File: src/rtl/core/vrd_pkg.sv
// shared types and codes for the record deframer
package vrd_pkg;

    // phase codes of the front parser
    localparam logic [1:0] PH_LEN_LO = 2'd0;
    localparam logic [1:0] PH_LEN_HI = 2'd1;
    localparam logic [1:0] PH_BODY   = 2'd2;
    localparam logic [1:0] PH_PAD    = 2'd3;

    // result event codes
    localparam logic [2:0] EV_BYTE  = 3'd0;
    localparam logic [2:0] EV_END   = 3'd1;
    localparam logic [2:0] EV_EOS   = 3'd2;
    localparam logic [2:0] EV_TRUNC = 3'd3;
    localparam logic [2:0] EV_OVER  = 3'd4;

    // record class codes
    localparam logic [1:0] CL_DATA    = 2'd0;
    localparam logic [1:0] CL_TRANS   = 2'd1;
    localparam logic [1:0] CL_UNKNOWN = 2'd2;
    localparam logic [1:0] CL_SHORT   = 2'd3;

    // record type bytes and header size of a data record
    localparam logic [7:0]  TYPE_DATA  = 8'd0;
    localparam logic [7:0]  TYPE_TRANS = 8'd13;
    localparam logic [15:0] DATA_HEAD  = 16'd5;

    // command queue geometry
    localparam int QDEPTH = 4;
    localparam int QAW    = $clog2(QDEPTH);

    // one classified beat passed from front to back
    typedef struct packed {
        logic [2:0]  ev;
        logic [1:0]  cls;
        logic [7:0]  data;
        logic [31:0] base;
        logic [15:0] offset;
        logic        rec_end;
        logic [15:0] plen;
    } vrd_cmd_t;

endpackage

File: src/rtl/core/vlda_record_deframer_unit.sv
// top level of the object stream record deframer
//
// input channel: in_valid/in_ready carry one stream byte per beat, or an
// end_of_input beat that carries no byte. output channel: out_valid/out_ready
// carry at most one result beat per input beat (payload byte, record end,
// end of stream, truncation or oversize).
// cfg_write_en/cfg_write_data set the largest accepted record length; write
// only while the block is idle.
// throughput: one input beat per cycle while the queue is not full, set by
// the front parser. a result passes from the front parse into the queue,
// then through the address add into the output register.
// a four-entry command queue sits between the parser and the output register,
// so the input side keeps taking beats while the receiver stalls, until the
// queue is full; in_ready then drops until the receiver takes a beat.
// reset clears the framing state, empties the queue and the output register,
// and sets the length limit to 65535.
module vlda_record_deframer_unit (
    input  logic        clk,
    input  logic        rst_n,
    input  logic        cfg_write_en,
    input  logic [15:0] cfg_write_data,
    input  logic        in_valid,
    output logic        in_ready,
    input  logic [7:0]  in_byte,
    input  logic        end_of_input,
    output logic        out_valid,
    input  logic        out_ready,
    output logic [2:0]  event_res,
    output logic [1:0]  record_class,
    output logic [7:0]  out_byte,
    output logic [31:0] byte_address,
    output logic        record_end,
    output logic [15:0] payload_length
);
    import vrd_pkg::*;

    logic     accept;
    logic     push;
    vrd_cmd_t push_cmd;
    logic     pop;
    logic     q_full;
    logic     q_not_empty;
    vrd_cmd_t head_cmd;

    assign in_ready = !q_full;
    assign accept   = in_valid && in_ready;

    // framing and classification
    vrd_front u_front (
        .clk            (clk),
        .rst_n          (rst_n),
        .cfg_write_en   (cfg_write_en),
        .cfg_write_data (cfg_write_data),
        .accept         (accept),
        .in_byte        (in_byte),
        .end_of_input   (end_of_input),
        .cmd_valid      (push),
        .cmd            (push_cmd)
    );

    // decoupling queue
    vrd_queue u_queue (
        .clk       (clk),
        .rst_n     (rst_n),
        .push      (push),
        .push_cmd  (push_cmd),
        .pop       (pop),
        .full      (q_full),
        .not_empty (q_not_empty),
        .head_cmd  (head_cmd)
    );

    // result formation and output register
    vrd_back u_back (
        .clk            (clk),
        .rst_n          (rst_n),
        .cmd_valid      (q_not_empty),
        .cmd            (head_cmd),
        .pop            (pop),
        .out_valid      (out_valid),
        .out_ready      (out_ready),
        .event_res      (event_res),
        .record_class   (record_class),
        .out_byte       (out_byte),
        .byte_address   (byte_address),
        .record_end     (record_end),
        .payload_length (payload_length)
    );

endmodule

File: src/rtl/core/vrd_front.sv
// front parser: tracks record framing and classifies each input beat
module vrd_front (
    input  logic             clk,
    input  logic             rst_n,
    input  logic             cfg_write_en,
    input  logic [15:0]      cfg_write_data,
    input  logic             accept,
    input  logic [7:0]       in_byte,
    input  logic             end_of_input,
    output logic             cmd_valid,
    output vrd_pkg::vrd_cmd_t cmd
);
    import vrd_pkg::*;

    logic [15:0] max_len_reg;
    logic [1:0]  phase_reg, phase_next;
    logic [15:0] len_reg, len_next;
    logic [15:0] count_reg, count_next;
    logic [7:0]  type_reg, type_next;
    logic [31:0] start_reg, start_next;
    logic        skip_reg, skip_next;

    logic [15:0] full_len;
    logic [16:0] count_inc;
    logic        last;
    logic        long_rec;
    logic [7:0]  type_eff;
    logic [1:0]  cls;
    logic [15:0] plen;
    logic        emit;

    // length register, written by the user only while idle (not enforced)
    always_ff @(posedge clk or negedge rst_n)
    begin
        if (!rst_n)
        begin
            max_len_reg <= 16'hFFFF;
        end
        else if (cfg_write_en)
        begin
            max_len_reg <= cfg_write_data;
        end
    end

    // framing state
    always_ff @(posedge clk or negedge rst_n)
    begin
        if (!rst_n)
        begin
            phase_reg <= PH_LEN_LO;
            len_reg   <= '0;
            count_reg <= '0;
            type_reg  <= '0;
            start_reg <= '0;
            skip_reg  <= 1'b0;
        end
        else
        begin
            phase_reg <= phase_next;
            len_reg   <= len_next;
            count_reg <= count_next;
            type_reg  <= type_next;
            start_reg <= start_next;
            skip_reg  <= skip_next;
        end
    end

    // body byte helpers
    assign full_len  = {in_byte, len_reg[7:0]};
    assign count_inc = {1'b0, count_reg} + 17'd1;
    assign last      = count_inc >= {1'b0, len_reg};
    assign long_rec  = len_reg >= DATA_HEAD;
    assign type_eff  = (count_reg == 16'd0) ? in_byte : type_reg;

    // class and payload length of the current record
    always_comb
    begin
        if (type_eff == TYPE_DATA)
        begin
            cls = long_rec ? CL_DATA : CL_SHORT;
        end
        else if (type_eff == TYPE_TRANS)
        begin
            cls = CL_TRANS;
        end
        else
        begin
            cls = CL_UNKNOWN;
        end
        case (cls)
            CL_DATA:  plen = len_reg - DATA_HEAD;
            CL_SHORT: plen = 16'd0;
            default:  plen = len_reg - 16'd1;
        endcase
    end

    // next state and command for the accepted beat
    always_comb
    begin
        phase_next = phase_reg;
        len_next   = len_reg;
        count_next = count_reg;
        type_next  = type_reg;
        start_next = start_reg;
        skip_next  = skip_reg;
        cmd_valid  = 1'b0;
        cmd        = '0;
        emit       = 1'b0;
        if (accept)
        begin
            if (end_of_input)
            begin
                cmd.ev     = (phase_reg == PH_LEN_LO) ? EV_EOS : EV_TRUNC;
                cmd_valid  = 1'b1;
                phase_next = PH_LEN_LO;
                skip_next  = 1'b0;
                count_next = '0;
            end
            else
            begin
                case (phase_reg)
                    PH_LEN_LO:
                    begin
                        len_next   = {8'h00, in_byte};
                        phase_next = PH_LEN_HI;
                    end
                    PH_LEN_HI:
                    begin
                        len_next   = full_len;
                        count_next = '0;
                        type_next  = '0;
                        start_next = '0;
                        if (full_len == 16'd0)
                        begin
                            phase_next  = PH_LEN_LO;
                            cmd.ev      = EV_END;
                            cmd.cls     = CL_UNKNOWN;
                            cmd.rec_end = 1'b1;
                            cmd_valid   = 1'b1;
                        end
                        else
                        begin
                            phase_next = PH_BODY;
                            if (full_len > max_len_reg)
                            begin
                                skip_next = 1'b1;
                                cmd.ev    = EV_OVER;
                                cmd_valid = 1'b1;
                            end
                            else
                            begin
                                skip_next = 1'b0;
                            end
                        end
                    end
                    PH_PAD:
                    begin
                        phase_next = PH_LEN_LO;
                    end
                    default:
                    begin
                        count_next = count_inc[15:0];
                        if (!skip_reg)
                        begin
                            if (count_reg == 16'd0)
                            begin
                                type_next  = in_byte;
                                start_next = '0;
                            end
                            else if (type_reg == TYPE_DATA)
                            begin
                                if (long_rec)
                                begin
                                    if (count_reg < DATA_HEAD)
                                    begin
                                        // address bytes, least significant first
                                        case (count_reg[2:0])
                                            3'd1:    start_next[7:0]   = in_byte;
                                            3'd2:    start_next[15:8]  = in_byte;
                                            3'd3:    start_next[23:16] = in_byte;
                                            3'd4:    start_next[31:24] = in_byte;
                                            default: start_next        = start_reg;
                                        endcase
                                    end
                                    else
                                    begin
                                        emit       = 1'b1;
                                        cmd.base   = start_reg;
                                        cmd.offset = count_reg - DATA_HEAD;
                                    end
                                end
                            end
                            else if (type_reg == TYPE_TRANS)
                            begin
                                emit = 1'b1;
                            end
                        end
                        if (emit)
                        begin
                            cmd.ev    = EV_BYTE;
                            cmd.data  = in_byte;
                            cmd_valid = 1'b1;
                        end
                        if (last)
                        begin
                            if (!skip_reg)
                            begin
                                cmd.cls     = cls;
                                cmd.rec_end = 1'b1;
                                cmd.plen    = plen;
                                if (!emit)
                                begin
                                    cmd.ev    = EV_END;
                                    cmd_valid = 1'b1;
                                end
                            end
                            skip_next  = 1'b0;
                            phase_next = len_reg[0] ? PH_PAD : PH_LEN_LO;
                        end
                    end
                endcase
            end
        end
    end

endmodule

File: src/rtl/core/vrd_queue.sv
// short command queue between the front parser and the result stage
module vrd_queue (
    input  logic              clk,
    input  logic              rst_n,
    input  logic              push,
    input  vrd_pkg::vrd_cmd_t push_cmd,
    input  logic              pop,
    output logic              full,
    output logic              not_empty,
    output vrd_pkg::vrd_cmd_t head_cmd
);
    import vrd_pkg::*;

    vrd_cmd_t         slot_reg [QDEPTH];
    logic [QAW-1:0]   wr_ptr_reg;
    logic [QAW-1:0]   rd_ptr_reg;
    logic [QAW:0]     count_reg;

    assign full      = count_reg == QDEPTH[QAW:0];
    assign not_empty = count_reg != '0;
    assign head_cmd  = slot_reg[rd_ptr_reg];

    // entry storage
    always_ff @(posedge clk)
    begin
        if (push)
        begin
            slot_reg[wr_ptr_reg] <= push_cmd;
        end
    end

    // pointers and fill count
    always_ff @(posedge clk or negedge rst_n)
    begin
        if (!rst_n)
        begin
            wr_ptr_reg <= '0;
            rd_ptr_reg <= '0;
            count_reg  <= '0;
        end
        else
        begin
            if (push)
            begin
                wr_ptr_reg <= wr_ptr_reg + 1'b1;
            end
            if (pop)
            begin
                rd_ptr_reg <= rd_ptr_reg + 1'b1;
            end
            if (push && !pop)
            begin
                count_reg <= count_reg + 1'b1;
            end
            else if (pop && !push)
            begin
                count_reg <= count_reg - 1'b1;
            end
        end
    end

    // no write into a full queue without a read in the same cycle
    a_no_overflow: assert property (@(posedge clk) disable iff (!rst_n)
        !(push && full && !pop))
        else $error("command queue overflow");

    // no read from an empty queue
    a_no_underflow: assert property (@(posedge clk) disable iff (!rst_n)
        pop |-> not_empty)
        else $error("command queue underflow");

    // fill count tracks pointer distance
    a_count_match: assert property (@(posedge clk) disable iff (!rst_n)
        (count_reg != QDEPTH[QAW:0]) |-> (count_reg[QAW-1:0] == (wr_ptr_reg - rd_ptr_reg)))
        else $error("command queue count mismatch");

endmodule

File: src/rtl/core/vrd_back.sv
// result stage: forms the byte address and holds the output beat
module vrd_back (
    input  logic              clk,
    input  logic              rst_n,
    input  logic              cmd_valid,
    input  vrd_pkg::vrd_cmd_t cmd,
    output logic              pop,
    output logic              out_valid,
    input  logic              out_ready,
    output logic [2:0]        event_res,
    output logic [1:0]        record_class,
    output logic [7:0]        out_byte,
    output logic [31:0]       byte_address,
    output logic              record_end,
    output logic [15:0]       payload_length
);
    import vrd_pkg::*;

    logic        valid_reg;
    logic [2:0]  ev_reg;
    logic [1:0]  cls_reg;
    logic [7:0]  data_reg;
    logic [31:0] addr_reg;
    logic        end_reg;
    logic [15:0] plen_reg;

    // take the queue head whenever the output register is free or draining
    assign pop = cmd_valid && (!valid_reg || out_ready);

    // output valid
    always_ff @(posedge clk or negedge rst_n)
    begin
        if (!rst_n)
        begin
            valid_reg <= 1'b0;
        end
        else if (pop)
        begin
            valid_reg <= 1'b1;
        end
        else if (out_ready)
        begin
            valid_reg <= 1'b0;
        end
    end

    // output payload, address is base plus payload index
    always_ff @(posedge clk)
    begin
        if (pop)
        begin
            ev_reg   <= cmd.ev;
            cls_reg  <= cmd.cls;
            data_reg <= cmd.data;
            addr_reg <= cmd.base + {16'h0000, cmd.offset};
            end_reg  <= cmd.rec_end;
            plen_reg <= cmd.plen;
        end
    end

    assign out_valid      = valid_reg;
    assign event_res      = ev_reg;
    assign record_class   = cls_reg;
    assign out_byte       = data_reg;
    assign byte_address   = addr_reg;
    assign record_end     = end_reg;
    assign payload_length = plen_reg;

endmodule

File: config.mk
export PLATFORM = sky130hd
export DESIGN_NAME = vlda_record_deframer_unit
export DESIGN_NICKNAME = d
export VERILOG_FILES = /design/src/rtl/core/vrd_pkg.sv /design/src/rtl/core/vlda_record_deframer_unit.sv /design/src/rtl/core/vrd_front.sv /design/src/rtl/core/vrd_queue.sv /design/src/rtl/core/vrd_back.sv
export SDC_FILE = /design/constraint.sdc
export NUM_CORES = 1
export LEC_CHECK = 0
export BUFFER_PORTS_ARGS = -buffer_cell sky130_fd_sc_hd__clkbuf_2
export CORE_MARGIN = 1.5
export CORE_UTILIZATION = 50
export DETAILED_ROUTE_END_ITERATION = 8
export PLACE_DENSITY = 0.63
export SYNTH_ARGS = -nofsm -noshare
export SYNTH_HDL_FRONTEND = slang
export SYNTH_SLANG_ARGS = --single-unit
File: constraint.sdc
create_clock -name clk -period 7 [get_ports clk]
set_input_delay 0.7 -clock clk [delete_from_list [all_inputs] [get_ports clk]]
set_output_delay 0.7 -clock clk [all_outputs]
set_load 0.005 [all_outputs]
# Word level (Yosys, flattened, before mapping)
# Memory sizes are Yosys's and may differ from the RTL's.
# Cells that the tools add are included.
# totals
regBits	161
ram_bits	312
inputBits	30
out_inout_bits	64
memories	1
# classes
add_sub_neg	9
n_lt_le_gt_ge	4
n_eq_ne	13
mux	76
bitwise	3
reduce_logical	40
# mem_list
memory	depth	word_bits	rd	rd_ports_with_merged_regs	wr	line_no	rtl
u_queue.slot_reg	4	78	1	0	1	vrd_queue.sv:14	vrd_cmd_t slot_reg [QDEPTH];
# ops
operator	count
$mux W48	5
$mux W32	5
$pmux W16 S2	3
$mux W78	1
$mux W75	1
$pmux W32 S2	1
$mux W56	1
$mux W8	7
$mux W17	2
$add A32 B16 Y32	1
$logic_not A16 Y1	2
$mux W16	2
$reduce_and A8 Y1	4
$sub A16 B3 Y16 const B	2
$mux W1	27
$reduce_bool A3 Y1	9
$mux W3	6
$add A16 B1 Y17 const B	1
$ge A17 B16 Y1	1
$eq A8 B4 Y1 const B	2
$ge A16 B3 Y1 const B	1
$gt A16 B16 Y1	1
$logic_not A8 Y1	2
$lt A16 B3 Y1 const B	1
other kinds (30)	57

# Depth between registers and ports, before layout
# depth
ltp_word	20
mapped_depth	20

# Hierarchy
# From an unflattened synthesis, not the netlist that was laid out.
# hier_totals
hier_cells	1416
hier_area_um2	21246.6
# by_module_without_submodules
mod	instances	cells_each	area_each_um2	seq_area_each_um2
vrd_queue	1	442	11736.3	9544.2
vrd_front	1	737	6378.6	2297.2
vrd_back	1	235	3121.7	1886.8
vlda_record_deframer_unit	1	2	10.0	0.0

# Worst setup path before layout
# Ideal clock, no wire load.
# synth_path
kind	input to register
startpoint	input out_ready
endpoint	register u_queue.count_reg[1]
arrival_ns	5.097
required_time_ns	6.875
slack_ns	1.778
cell_stages	7
path_buffers	0
cell_sequence	inv_1 -> a21oi_1 -> inv_1 -> ha_1 -> inv_1 -> fa_1 -> mux2_2
# synth_between
elab_chain_cells	5
word_cells_on_any_way	7
# synth_rtl
element	line_no	rtl
start, declared	vlda_record_deframer_unit.sv:27	input logic out_ready,
$logic_or A1 B1 Y1 (*)	vrd_back.sv:28	assign pop = cmd_valid && (!valid_reg || out_ready);
$logic_and A1 B1 Y1 (*)	vrd_back.sv:28	
net pop	vlda_record_deframer_unit.sv:40	logic pop;
$logic_not A1 Y1	vrd_queue.sv:51	if (push && !pop)
$logic_and A1 B1 Y1	vrd_queue.sv:51	
$mux W3 / $reduce_bool A2 Y1 (equally long branches)	--	
end signal, assigned	vrd_queue.sv:53	count_reg <= count_reg + 1'b1;
end signal, assigned	vrd_queue.sv:57	count_reg <= count_reg - 1'b1;
end, declared	vrd_queue.sv:17	logic [QAW:0] count_reg;
# The timed path passes the listed nets; every way through them passes the cells marked *.
# A chain may end at the register's enable or synchronous reset.

# Final worst setup path
# layout_path
startpoint	register u_front.count_reg[0]
endpoint	memory u_queue.slot_reg[1][41] (netlist name), enable pin
# layout_between
elab_chain_cells	18
word_cells_on_any_way	21
# layout_rtl
element	line_no	rtl
start, declared	vrd_front.sv:18	logic [15:0] count_reg, count_next;
start signal, assigned	vrd_front.sv:61	count_reg <= count_next;
$lt A16 B3 Y1	vrd_front.sv:174	if (count_reg < DATA_HEAD)
$mux W1	vrd_front.sv:174	
$mux W1	vrd_front.sv:172	if (long_rec)
$mux W1	vrd_front.sv:170	else if (type_reg == TYPE_DATA)
$mux W1	vrd_front.sv:165	if (count_reg == 16'd0)
$mux W1	vrd_front.sv:163	if (!skip_reg)
$mux W1	vrd_front.sv:121	case (phase_reg)
$mux W1	vrd_front.sv:111	if (end_of_input)
(+3 left out)	--	
$mux W1	vrd_front.sv:206	if (!skip_reg)
$mux W1 (*)	vrd_front.sv:204	if (last)
$pmux W1 S2 (*)	vrd_front.sv:121	
$mux W1 (*)	vrd_front.sv:111	
$mux W1 (*)	vrd_front.sv:109	if (accept)
net push	vlda_record_deframer_unit.sv:38	logic push;
$mux W1 (*)	vrd_queue.sv:26	if (push)
$mux W1 (implied by the code) (*)	vrd_queue.sv:28	slot_reg[wr_ptr_reg] <= push_cmd;
end, declared	vrd_queue.sv:14	
# The timed path passes the listed nets; every way through them passes the cells marked *. The select of a mux whose other input is x is not followed.

==> out/results.ini <==
[timing]
setup_viol=0
slew_headroom_pct=27.2
skew_ns=0.0244
hold_violations=0
rsz0062_at_grt=no
post-route-period-util_pct=71.7
fmaxAchievable_ghz=0.199
final-max-slew-violation-count=0
whs_ns=0.0925
tightest_slew_ns=1.08
min_period_ns=5.02
tns_ns=0

[synthesis]
yosysMostFrequentCell=edfxtp_1
postSynthAreaPerCell_um2=15.0
synthTopCellsByArea=edfxtp_1, dfrtp_1, mux4_2
yosysTopAreaCellShare_pct=53.7
synth_flop_cell=edfxtp_1
synth_area_mm2=0.0209
syn-instance-count=1394
yosysWarnings=0
ys_ff_latch=473
syn_nets=1492
synth_edf_count=374
synth_largest_area_cell=edfxtp_1
yosys.cell_types.count=75
async_flop_share_pct=20.9
synthTopCellsByCount=edfxtp_1, nand2_1, dfrtp_1
synth-seq-area-share_pct=65.6

[floorplanning]
start_util_pct=50.9
die-area_mm2=0.0431
die_h_um=208
rows=74
boundaryPins=94
fp.coreArea_mm2=0.0411
die_x_um=208

[global_routing]
grt_max_degree=62
grt_pass1_vias=12393
track_usage_pct=21.9
grt_pass1_wl_um=72000
antenna_found_initial=0
grt_overflow=0

[clock_tree]
root_buffer=clkbuf_16
clock-sinks=473
clockBufferDepth=3
ctsResizeCount=0
clkTransAtPathRegs_ns=0.07
cts_buffers=50
h-tree-depth=2
post_cts_buffers=0
cts_tree=done
cts_hold_buf=0
clock_latency_ns=0.60

[route]
wirelength_um=45800
dr.max_layer_used=met4
vias=12094
drt-initial-drc-count=914
firstDrtPassIters=6
ant_nets=0
dr_wl_met3_um=2190
wl_met2_um=22100
met1_length_um=20100
wl_per_cell_um=22.1
drc=0
viasPerCell=5.85

[setup_path]
crit_fanout=51
rr_worst_depth=15
crit_required_ns=7.27
reg2reg_slack_ns=1.98
timing.rr.start=u_front.count_reg[0]
r2r-end=u_queue.slot_reg[1][41]
start_kind=flip-flop
path_class=reg -> reg
setup.worst_path.end_class=flip-flop
cp_data_arrival_time_ns=5.29

[place]
dp_hpwl_um=30600
dpl_cell_area_mm2=0.0220
place.port_buffers=93
dp_cells=1978
gp_congestion=0.916

[status]
status=complete, no violations

[power]
p_per_area_mw_per_mm2=427
p_total_uw=10000
leakage_uw=0.00876
vdd_drop_max_mv=0.196

[job]
maxCapViolations=0

[cells_and_area]
final_cells=2069
stdcell_area_mm2=0.0236
synthToLayoutAreaGrowth_pct=12.5
fillCellCount=3269
drive_above_1_share_pct=20.8
antennaDiodeCount=0
nets=1596
largest_register_ffs=312

[hold_path]
min_path_type=in -> async

per-stage QoR:
stage	util (%)	setup slack (ns)
finish	57.3	1.98
global route	57.3	1.62
CTS	57.3	1.91
detailed placement	53.5	1.94
global placement	53.5	2.01
floorplan	-	1.78
per-layer routing:
metal  global-route usage (%)  vias up
met3                     3.84       83
li1                         -     5567
met5                        0        -
met4                     8.03        0
met2                     35.1      361
met1                     30.2     6083
layout by cell type, fill, tap and decap left out, drive strengths merged, types with 42 or more instances in the layout:
cell / Yosys / layout
a21oi: 42 / 42
and2: 50 / 50
clkbuf: 38 / 156
dfrtp: 83 / 83
edfxtp: 374 / 374
ha: 66 / 66
inv: 61 / 63
mux4: 78 / 78
nand2: 90 / 90
nor2: 67 / 67
o21ai: 77 / 77
xnor2: 48 / 48
kinds of logic (layout without fill, tap and decap cells):
kind of cell / count (synthesis) / count (layout) / share of synthesized area [%]
DFF: 473 / 473 / 65.6
AOI/OAI and AO/OA: 239 / 239 / 7.82
xor gates and xnor gates: 61 / 61 / 2.55
muxes: 100 / 100 / 9.56
buffers and inverters: 119 / 262 / 2.25
adders and majority gates: 68 / 68 / 4.14
and+or+nand+nor: 334 / 334 / 8.11
power by group:
part	total [uW]	leakage (uW)	internal (uW)	switching (uW)
Clock	2540	0.000763	1460	1080
Sequential	4180	0.00476	3770	403
Combinational	3330	0.00324	1460	1870
Total	10000	0.00876	6700	3350
critical path: stages, from the launching register on:
cell and delay, ns:
dfrtp_1 0.52, ha_1 0.30, nand2_1 0.10, nor4_1 0.44
and2_1 0.27, nand3_1 0.11, xnor2_1 0.17, ha_1 0.32
o21a_1 0.12, o21ai_0 0.08, o2bb2ai_1 0.16, a211oi_1 0.14
o31a_1 0.18, o41ai_4 0.52, and2_4 0.83, buf_4 0.38
layout make-up:
| type | count | area, um2 | share of cell area, % |
|---|---|---|---|
| clock buffer | 64 | 1340 | 5.67 |
| clock inverter | 27 | 230 | 0.977 |
| inverter | 61 | 229 | 0.972 |
| multi-input combinational | 802 | 6760 | 28.7 |
| sequential | 473 | 13700 | 58.3 |
| tap | 532 | 666 | 2.83 |
| timing repair buffer | 110 | 596 | 2.53 |
worst max path at each step:
stage | start | to | slack [ns] | cells past startpoint
2_1_floorplan | out_ready | u_queue.count_reg[1] | 1.78 | 7
3_3_place_gp | u_front.count_reg[0] | u_queue.slot_reg[1][31] | 2.01 | 15
3_5_place_dp | u_front.count_reg[0] | u_queue.slot_reg[1][31] | 1.94 | 15
4_1_cts | u_front.count_reg[0] | u_queue.slot_reg[1][75] | 1.91 | 15
5_1_grt | u_front.count_reg[0] | u_queue.slot_reg[0][53] | 1.62 | 14
6_report | u_front.count_reg[0] | u_queue.slot_reg[1][41] | 1.98 | 15
Power figures use the tool's default switching activity.
